**config.mk**
```make
export PLATFORM = sky130hd
export DESIGN_NAME = qau_div_pipe
export DESIGN_NICKNAME = d
export VERILOG_FILES = /design/src/rtl/qau_pkg.sv /design/src/rtl/qau_div_pipe.sv
export SDC_FILE = /design/constraint.sdc
export NUM_CORES = 2
export LEC_CHECK = 0
export ABC_CLOCK_PERIOD_IN_PS = 7200
export BUFFER_PORTS_ARGS = -buffer_cell sky130_fd_sc_hd__buf_2
export CAP_MARGIN = 20
export CORE_UTILIZATION = 65
export CTS_CLUSTER_DIAMETER = 80
export CTS_CLUSTER_SIZE = 16
export DETAILED_ROUTE_END_ITERATION = 8
export PLACE_DENSITY = 0.85
export SLEW_MARGIN = 20
export SYNTH_ARGS = -nofsm -noshare
export SYNTH_HDL_FRONTEND = slang
export SYNTH_SLANG_ARGS = --single-unit
```
**constraint.sdc**
```tcl
create_clock -name clk -period 7.2 [get_ports clk]
set_input_delay 0.72 -clock clk [delete_from_list [all_inputs] [get_ports clk]]
set_output_delay 0.72 -clock clk [all_outputs]
set_load 0.005 [all_outputs]
```
**src/rtl/qau_pkg.sv**
```systemverilog
`timescale 1ns / 1ps
`default_nettype none

package qau_pkg;

  localparam int CW       = 16;            // component width
  localparam int FB       = 13;            // fraction bits
  localparam int CFG_W    = 15;            // min_norm_sq width
  localparam int PW       = 2 * CW;        // first-layer product
  localparam int P2W      = 2 * CW + 1;    // second-layer product (conj operand is one bit wider)
  localparam int SW       = 2 * CW + 3;    // sum of four products
  localparam int NW       = 2 * CW - FB + 1; // squared norm
  localparam int MW       = CW + FB;       // inverse dividend
  localparam int DIV_STEP = 2;             // quotient bits per divider stage
  localparam int DIV_ST   = (CW + DIV_STEP - 1) / DIV_STEP;

  typedef logic signed [CW-1:0] comp_t;

  typedef enum logic [2:0] {
    OP_MUL   = 3'd0,
    OP_ROT   = 3'd1,
    OP_CONJ  = 3'd2,
    OP_INV   = 3'd3,
    OP_ADD   = 3'd4,
    OP_SCALE = 3'd5,
    OP_DOT   = 3'd6
  } opcode_t;

  typedef enum logic [1:0] {
    ST_OK   = 2'd0,
    ST_OVF  = 2'd1,
    ST_ZDIV = 2'd2
  } status_t;

  typedef struct packed {
    opcode_t opcode;
    comp_t   a_i;
    comp_t   a_j;
    comp_t   a_k;
    comp_t   a_r;
    comp_t   b_i;
    comp_t   b_j;
    comp_t   b_k;
    comp_t   b_r;
  } cmd_t;

  typedef struct packed {
    comp_t   res_i;
    comp_t   res_j;
    comp_t   res_k;
    comp_t   res_r;
    status_t status;
  } rsp_t;

  typedef struct packed {
    comp_t v;
    logic  ovf;
  } sat_t;

  // Hamilton product: row r, column c uses a[c] * b[HP_PICK[r][c]], negated where HP_NEG
  localparam bit HP_NEG [4][4] = '{
    '{1'b0, 1'b0, 1'b1, 1'b0},
    '{1'b1, 1'b0, 1'b0, 1'b0},
    '{1'b0, 1'b1, 1'b0, 1'b0},
    '{1'b1, 1'b1, 1'b1, 1'b0}
  };
  localparam logic [1:0] HP_PICK [4][4] = '{
    '{2'd3, 2'd2, 2'd1, 2'd0},
    '{2'd2, 2'd3, 2'd0, 2'd1},
    '{2'd1, 2'd0, 2'd3, 2'd2},
    '{2'd0, 2'd1, 2'd2, 2'd3}
  };

  localparam logic signed [SW:0] SMAX = {{(SW+2-CW){1'b0}}, {(CW-1){1'b1}}};
  localparam logic signed [SW:0] SMIN = {{(SW+2-CW){1'b1}}, {(CW-1){1'b0}}};
  localparam logic signed [SW:0] HALF = {{(SW+1-FB){1'b0}}, 1'b1, {(FB-1){1'b0}}};
  localparam comp_t CMAX = {1'b0, {(CW-1){1'b1}}};
  localparam comp_t CMIN = {1'b1, {(CW-1){1'b0}}};

  function automatic logic signed [SW-1:0] ext_p(input logic signed [PW-1:0] p);
    return $signed({{(SW-PW){p[PW-1]}}, p});
  endfunction

  function automatic logic signed [SW-1:0] ext_x(input logic signed [P2W-1:0] p);
    return $signed({{(SW-P2W){p[P2W-1]}}, p});
  endfunction

  function automatic logic signed [SW:0] ext_c(input comp_t x);
    return $signed({{(SW+1-CW){x[CW-1]}}, x});
  endfunction

  function automatic sat_t sat_ext(input logic signed [SW:0] t);
    sat_t r;
    if (t > SMAX) begin
      r.v   = CMAX;
      r.ovf = 1'b1;
    end else if (t < SMIN) begin
      r.v   = CMIN;
      r.ovf = 1'b1;
    end else begin
      r.v   = t[CW-1:0];
      r.ovf = 1'b0;
    end
    return r;
  endfunction

  // round to nearest, ties up, then saturate
  function automatic sat_t round_sat(input logic signed [SW-1:0] s);
    logic signed [SW:0] t;
    t = $signed({s[SW-1], s}) + HALF;
    t = t >>> FB;
    return sat_ext(t);
  endfunction

endpackage

`default_nettype wire

```
**src/rtl/qau_div_pipe.sv**
```systemverilog
`timescale 1ns / 1ps
`default_nettype none

// Four-lane restoring divider for the inverse: |cv| * 2^FB / n, two quotient
// bits per stage, saturating signed result.
module qau_div_pipe import qau_pkg::*; (
  input  logic              clk,
  input  logic [DIV_ST:0]   en,
  input  logic [CW-1:0]     mag [4],
  input  logic [3:0]        neg,
  input  logic [NW-1:0]     n,
  output comp_t             quot [4],
  output logic              ovf
);

  logic [NW-1:0] dn  [DIV_ST+1];
  logic [NW-1:0] rem [DIV_ST+1][4];
  logic [CW-1:0] ql  [DIV_ST+1][4];
  logic [CW-1:0] dl  [DIV_ST+1][4];
  logic          big [DIV_ST+1][4];
  logic          sgn [DIV_ST+1][4];

  logic [NW-1:0] rn [1:DIV_ST][4];
  logic [CW-1:0] qn [1:DIV_ST][4];

  logic [MW-1:0]    dvd [4];
  logic [MW+NW-1:0] lim;

  always_comb begin
    lim = (MW+NW)'({n, {CW{1'b0}}});
    for (int l = 0; l < 4; l++) begin
      dvd[l] = {mag[l], {FB{1'b0}}};
    end
  end

  always_comb begin
    logic [NW-1:0] r;
    logic [NW:0]   r2;
    logic [CW-1:0] qq;
    int            idx;
    for (int s = 1; s <= DIV_ST; s++) begin
      for (int l = 0; l < 4; l++) begin
        r  = rem[s-1][l];
        qq = ql[s-1][l];
        for (int k = 0; k < DIV_STEP; k++) begin
          idx = CW - 1 - (DIV_STEP * (s - 1) + k);
          if (idx >= 0) begin
            r2 = {r, dl[s-1][l][idx]};
            if (r2 >= {1'b0, dn[s-1]}) begin
              r2      = r2 - {1'b0, dn[s-1]};
              qq[idx] = 1'b1;
            end
            r = r2[NW-1:0];
          end
        end
        rn[s][l] = r;
        qn[s][l] = qq;
      end
    end
  end

  always_ff @(posedge clk) begin
    if (en[0]) begin
      dn[0] <= n;
      for (int l = 0; l < 4; l++) begin
        // quotient of 2^CW or more cannot fit, whatever the sign
        big[0][l] <= (MW+NW)'(dvd[l]) >= lim;
        rem[0][l] <= NW'(dvd[l][MW-1:CW]);
        dl[0][l]  <= dvd[l][CW-1:0];
        ql[0][l]  <= '0;
        sgn[0][l] <= neg[l];
      end
    end
    for (int s = 1; s <= DIV_ST; s++) begin
      if (en[s]) begin
        dn[s] <= dn[s-1];
        for (int l = 0; l < 4; l++) begin
          big[s][l] <= big[s-1][l];
          rem[s][l] <= rn[s][l];
          dl[s][l]  <= dl[s-1][l];
          ql[s][l]  <= qn[s][l];
          sgn[s][l] <= sgn[s-1][l];
        end
      end
    end
  end

  always_comb begin
    logic [CW-1:0] qv;
    logic          o;
    ovf = 1'b0;
    for (int l = 0; l < 4; l++) begin
      qv = ql[DIV_ST][l];
      o  = 1'b0;
      if (big[DIV_ST][l]) begin
        quot[l] = sgn[DIV_ST][l] ? CMIN : CMAX;
        o       = 1'b1;
      end else if (sgn[DIV_ST][l]) begin
        if (qv[CW-1] && (|qv[CW-2:0])) begin
          quot[l] = CMIN;
          o       = 1'b1;
        end else begin
          quot[l] = $signed(-qv);
        end
      end else begin
        if (qv[CW-1]) begin
          quot[l] = CMAX;
          o       = 1'b1;
        end else begin
          quot[l] = $signed(qv);
        end
      end
      ovf = ovf | o;
    end
  end

endmodule

`default_nettype wire

```
==> impl_metrics.csv <==
group,metric,value,unit
outcome,status,"completed",
setup_path,endpoint_kind,"flip-flop",
sta,setup_viol,0,
setup_path,r2r-start,"dn[0][101]",
sta,rsz0062_at_grt,"false",
setup_path,crit_arrival,7.34,ns
clocking,post_cts_buffers,0,
clocking,cts.sinks,1148,
clocking,h-tree-depth,3,
sta,timing.fmax,0.1461,GHz
floorplanning,core,0.1591,mm^2
sta,report.final.slew_viol_count,0,
job,cap_violations,0,
setup_path,reg2reg_slack,0.36,ns
placed_design,gp_congestion,1.044,
finish,nets,12730,
setup_path,crit_buf_inv,4,
sta,worst_pin_slew,1.079,ns
synthesis,synth_edf_count,1148,
synthesis,yosysUniqueCellTypes,100,
synthesis,avgSynthCellArea,9.530,um^2
synthesis,synthCells,10990,
sta,finalHoldViolCount,0,
global_routing,globalRouteOverflowTotal,0,
synthesis,async_reset_ff_share,0,%
clocking,cts_buffers,100,
routing,first_pass_iters,8,
finish,fin_util,70.90,%
setup_path,cpPeakStageDelay,0.60,ns
global_routing,antenna_found_initial,13,
floorplanning,die_area,0.1628,mm^2
sta,finalCriticalPeriod,6.844,ns
global_routing,first_global_vias,87990,
placed_design,io_buffers,162,
routing,wl,347600,um
setup_path,r2r_cells,23,
clocking,clk_pin_slew,0.08,ns
synthesis,yosysWarnings,0,
global_routing,grtUsageTotal,41.30,%
clocking,clockBufferDepth,3,
sta,clock_skew,0.05828,ns
worst_hold_path,min_path_type,"input port to flip-flop",
setup_path,required,7.70,ns
synthesis,synth_flop_cell,"edfxtp_1",
setup_path,worstSetupPathType,"flip-flop to flip-flop",
routing,vias,91890,
floorplanning,initial_core_util,65.83,%
floorplanning,rows,146,
floorplanning,die-height,403.4,um
sta,fin_tns_setup,0,ns
placed_design,pre_cts_ws,0.3511,ns
clocking,tritoncts,"built",
clocking,ctsResizeCount,0,
routing,drc,0,
floorplanning,die_x,403.4,um
routing,wl_per_cell,25.73,um
synthesis,ys_ff_latch,1148,
finish,fill_cells,11910,
setup_path,crit_top_cell,"buf_4",
worst_hold_path,min_from,"neg[2]",
setup_path,cpLargestDelayFamily,"compound AO/OA/AOI/OAI gates",
setup_path,crit_path_max_fanout,20,
finish,drive_gt1_share,11.84,%
setup_path,critPathLaunchType,"flip-flop",
setup_path,crit_slowest_cell,"edfxtp_1",
sta,maxSlewHeadroom,28.08,%
routing,drt_iter0_markers,9243,
worst_hold_path,whs_path_depth,1,
synthesis,seq_area_frac_synth,32.91,%
routing,vias_per_cell,6.801,
setup_path,worst_r2r_endpoint,"rem[6][72]",
floorplanning,pin_count,163,
placed_design,place.detailed.hpwl,274200,um
clocking,clk_latency,0.78,ns
synthesis,synth_area,0.1047,mm^2
finish,area.growth.synth_to_final,7.702,%
clocking,hold_buffers,0,
synthesis,synthesis.nets,12420,
sta,setup_ws,0.3563,ns
global_routing,grt_max_degree,131,
setup_path,path_cells,"inv_1 > buf_4 > ha_1 > nor2b_1 > o2111ai_1 > a31oi_1 > a21oi_1 > o311ai_1 > nand2_1 > a21oi_2 > mux2_2 > ha_1 > nand2_1 > o21ba_2 > o21ai_0 > a21oi_1 > a211oi_1 > buf_4 > a211oi_1 > a2111oi_2 > o211ai_1 > buf_4 > a221o_1",
worst_hold_path,holdPathEnd,"sgn[0][1]",
clocking,cts_root_buf,"clkbuf_16",
routing,ant_nets,0,
global_routing,grt_pass1_wl,514000,um
sta,fin_crit_sh,95.05,%
[cell type report]
cell class / count / area, um^2 / area share, %
diodes: 9 / 22.52 / 0.01996
clock buffers: 106 / 2525 / 2.238
clock inverters: 48 / 631.9 / 0.5601
inverters: 496 / 1866 / 1.654
multi-input cells: 9135 / 67720 / 60.03
flip-flops and latches: 1148 / 34470 / 30.56
well taps: 2146 / 2685 / 2.380
repair buffers: 423 / 2887 / 2.559
[cell families (layout without fill, tap and decap cells)]
group	count (synthesis)	after routing	share of synthesized area, %
other cells	0	9	0
buf+inv	708	1073	2.595
fa+ha+maj	1328	1328	16.15
flops	1148	1148	32.91
simple gates	2884	2884	13.14
mux	668	668	7.128
compound gates	3311	3311	20.18
xor+xnor	944	944	7.894
[registers in the layout, summed over array words and instances, names as in the netlist]
register / count
ql: 288
big: 36
rem: 612
dn: 160
sgn: 36
dl: 16
[routing by layer]
| metal | global-route usage, % | vias to the layer above | part of all wire (%) |
|---|---|---|---|
| met4 | 29.59 | 10 | 8.4 |
| met1 | 50.10 | 43820 | 38 |
| met3 | 8.257 | 1306 | 9.2 |
| li1 | - | 42050 | - |
| met5 | 0 | - | 0.020 |
| met2 | 65.71 | 4697 | 45 |
[how the worst max path moves through the flow]
stage / endpoint / depth (start not counted) / slack [ns] / startpoint
floorplan: rem[7][21] / 24 / 1.04 / dn[0][121]
global placement: rem[6][36] / 21 / 0.35 / dn[0][101]
detailed placement: rem[6][36] / 21 / 0.35 / dn[0][101]
CTS: rem[6][72] / 23 / 0.31 / dn[0][101]
global route: rem[5][71] / 21 / 0.04 / dn[0][81]
finish: rem[6][72] / 23 / 0.36 / dn[0][101]
[synth_stat cells, types with 189 or more instances]
cell | n | area share [%]
inv_1 | 490 | 1.8
mux2_2 | 620 | 6.7
nor2_1 | 845 | 3.0
o21a_1 | 189 | 1.4
nand2_1 | 767 | 2.7
o21ai_0 | 693 | 3.3
ha_1 | 1288 | 15
a21o_1 | 422 | 3.0
xnor2_1 | 616 | 5.2
a21oi_1 | 1034 | 4.9
edfxtp_1 | 1148 | 33
nor3_1 | 252 | 1.2
xor2_1 | 328 | 2.7
[layout by cell type, fill, tap and decap left out, types with 88 or more instances in the layout]
| master | netlist | final |
|---|---|---|
| buf_2 | 33 | 153 |
| nand2_1 | 767 | 766 |
| nor3_1 | 252 | 246 |
| o21a_1 | 189 | 187 |
| a21o_1 | 422 | 422 |
| xor2_1 | 328 | 328 |
| edfxtp_1 | 1148 | 1148 |
| nand4_1 | 156 | 156 |
| nand2b_1 | 128 | 128 |
| mux2_2 | 620 | 620 |
| clkbuf_16 | 0 | 100 |
| buf_4 | 1 | 259 |
| o21bai_1 | 138 | 137 |
| nor2_1 | 845 | 843 |
| ha_1 | 1288 | 1288 |
| inv_1 | 490 | 489 |
| and3_1 | 88 | 88 |
| xnor2_1 | 616 | 616 |
| o21ai_0 | 693 | 693 |
| nor2b_1 | 124 | 124 |
| nand3_1 | 168 | 168 |
| a21oi_1 | 1034 | 1030 |
[through the flow]
stage	instance area (um^2)	std cells	hold WS, ns
final	112800	13510	0.1319
after global routing	112800	13510	0.09305
after CTS	112800	13500	0.08575
after detailed placement	109600	13350	0.4045
after global placement	109600	13350	0.4004
after floorplan	104700	10990	0.4003
Power is left out: the tool's default activity adds up to more than one toggle a clock period on the data nets, which glitch-free logic cannot reach.
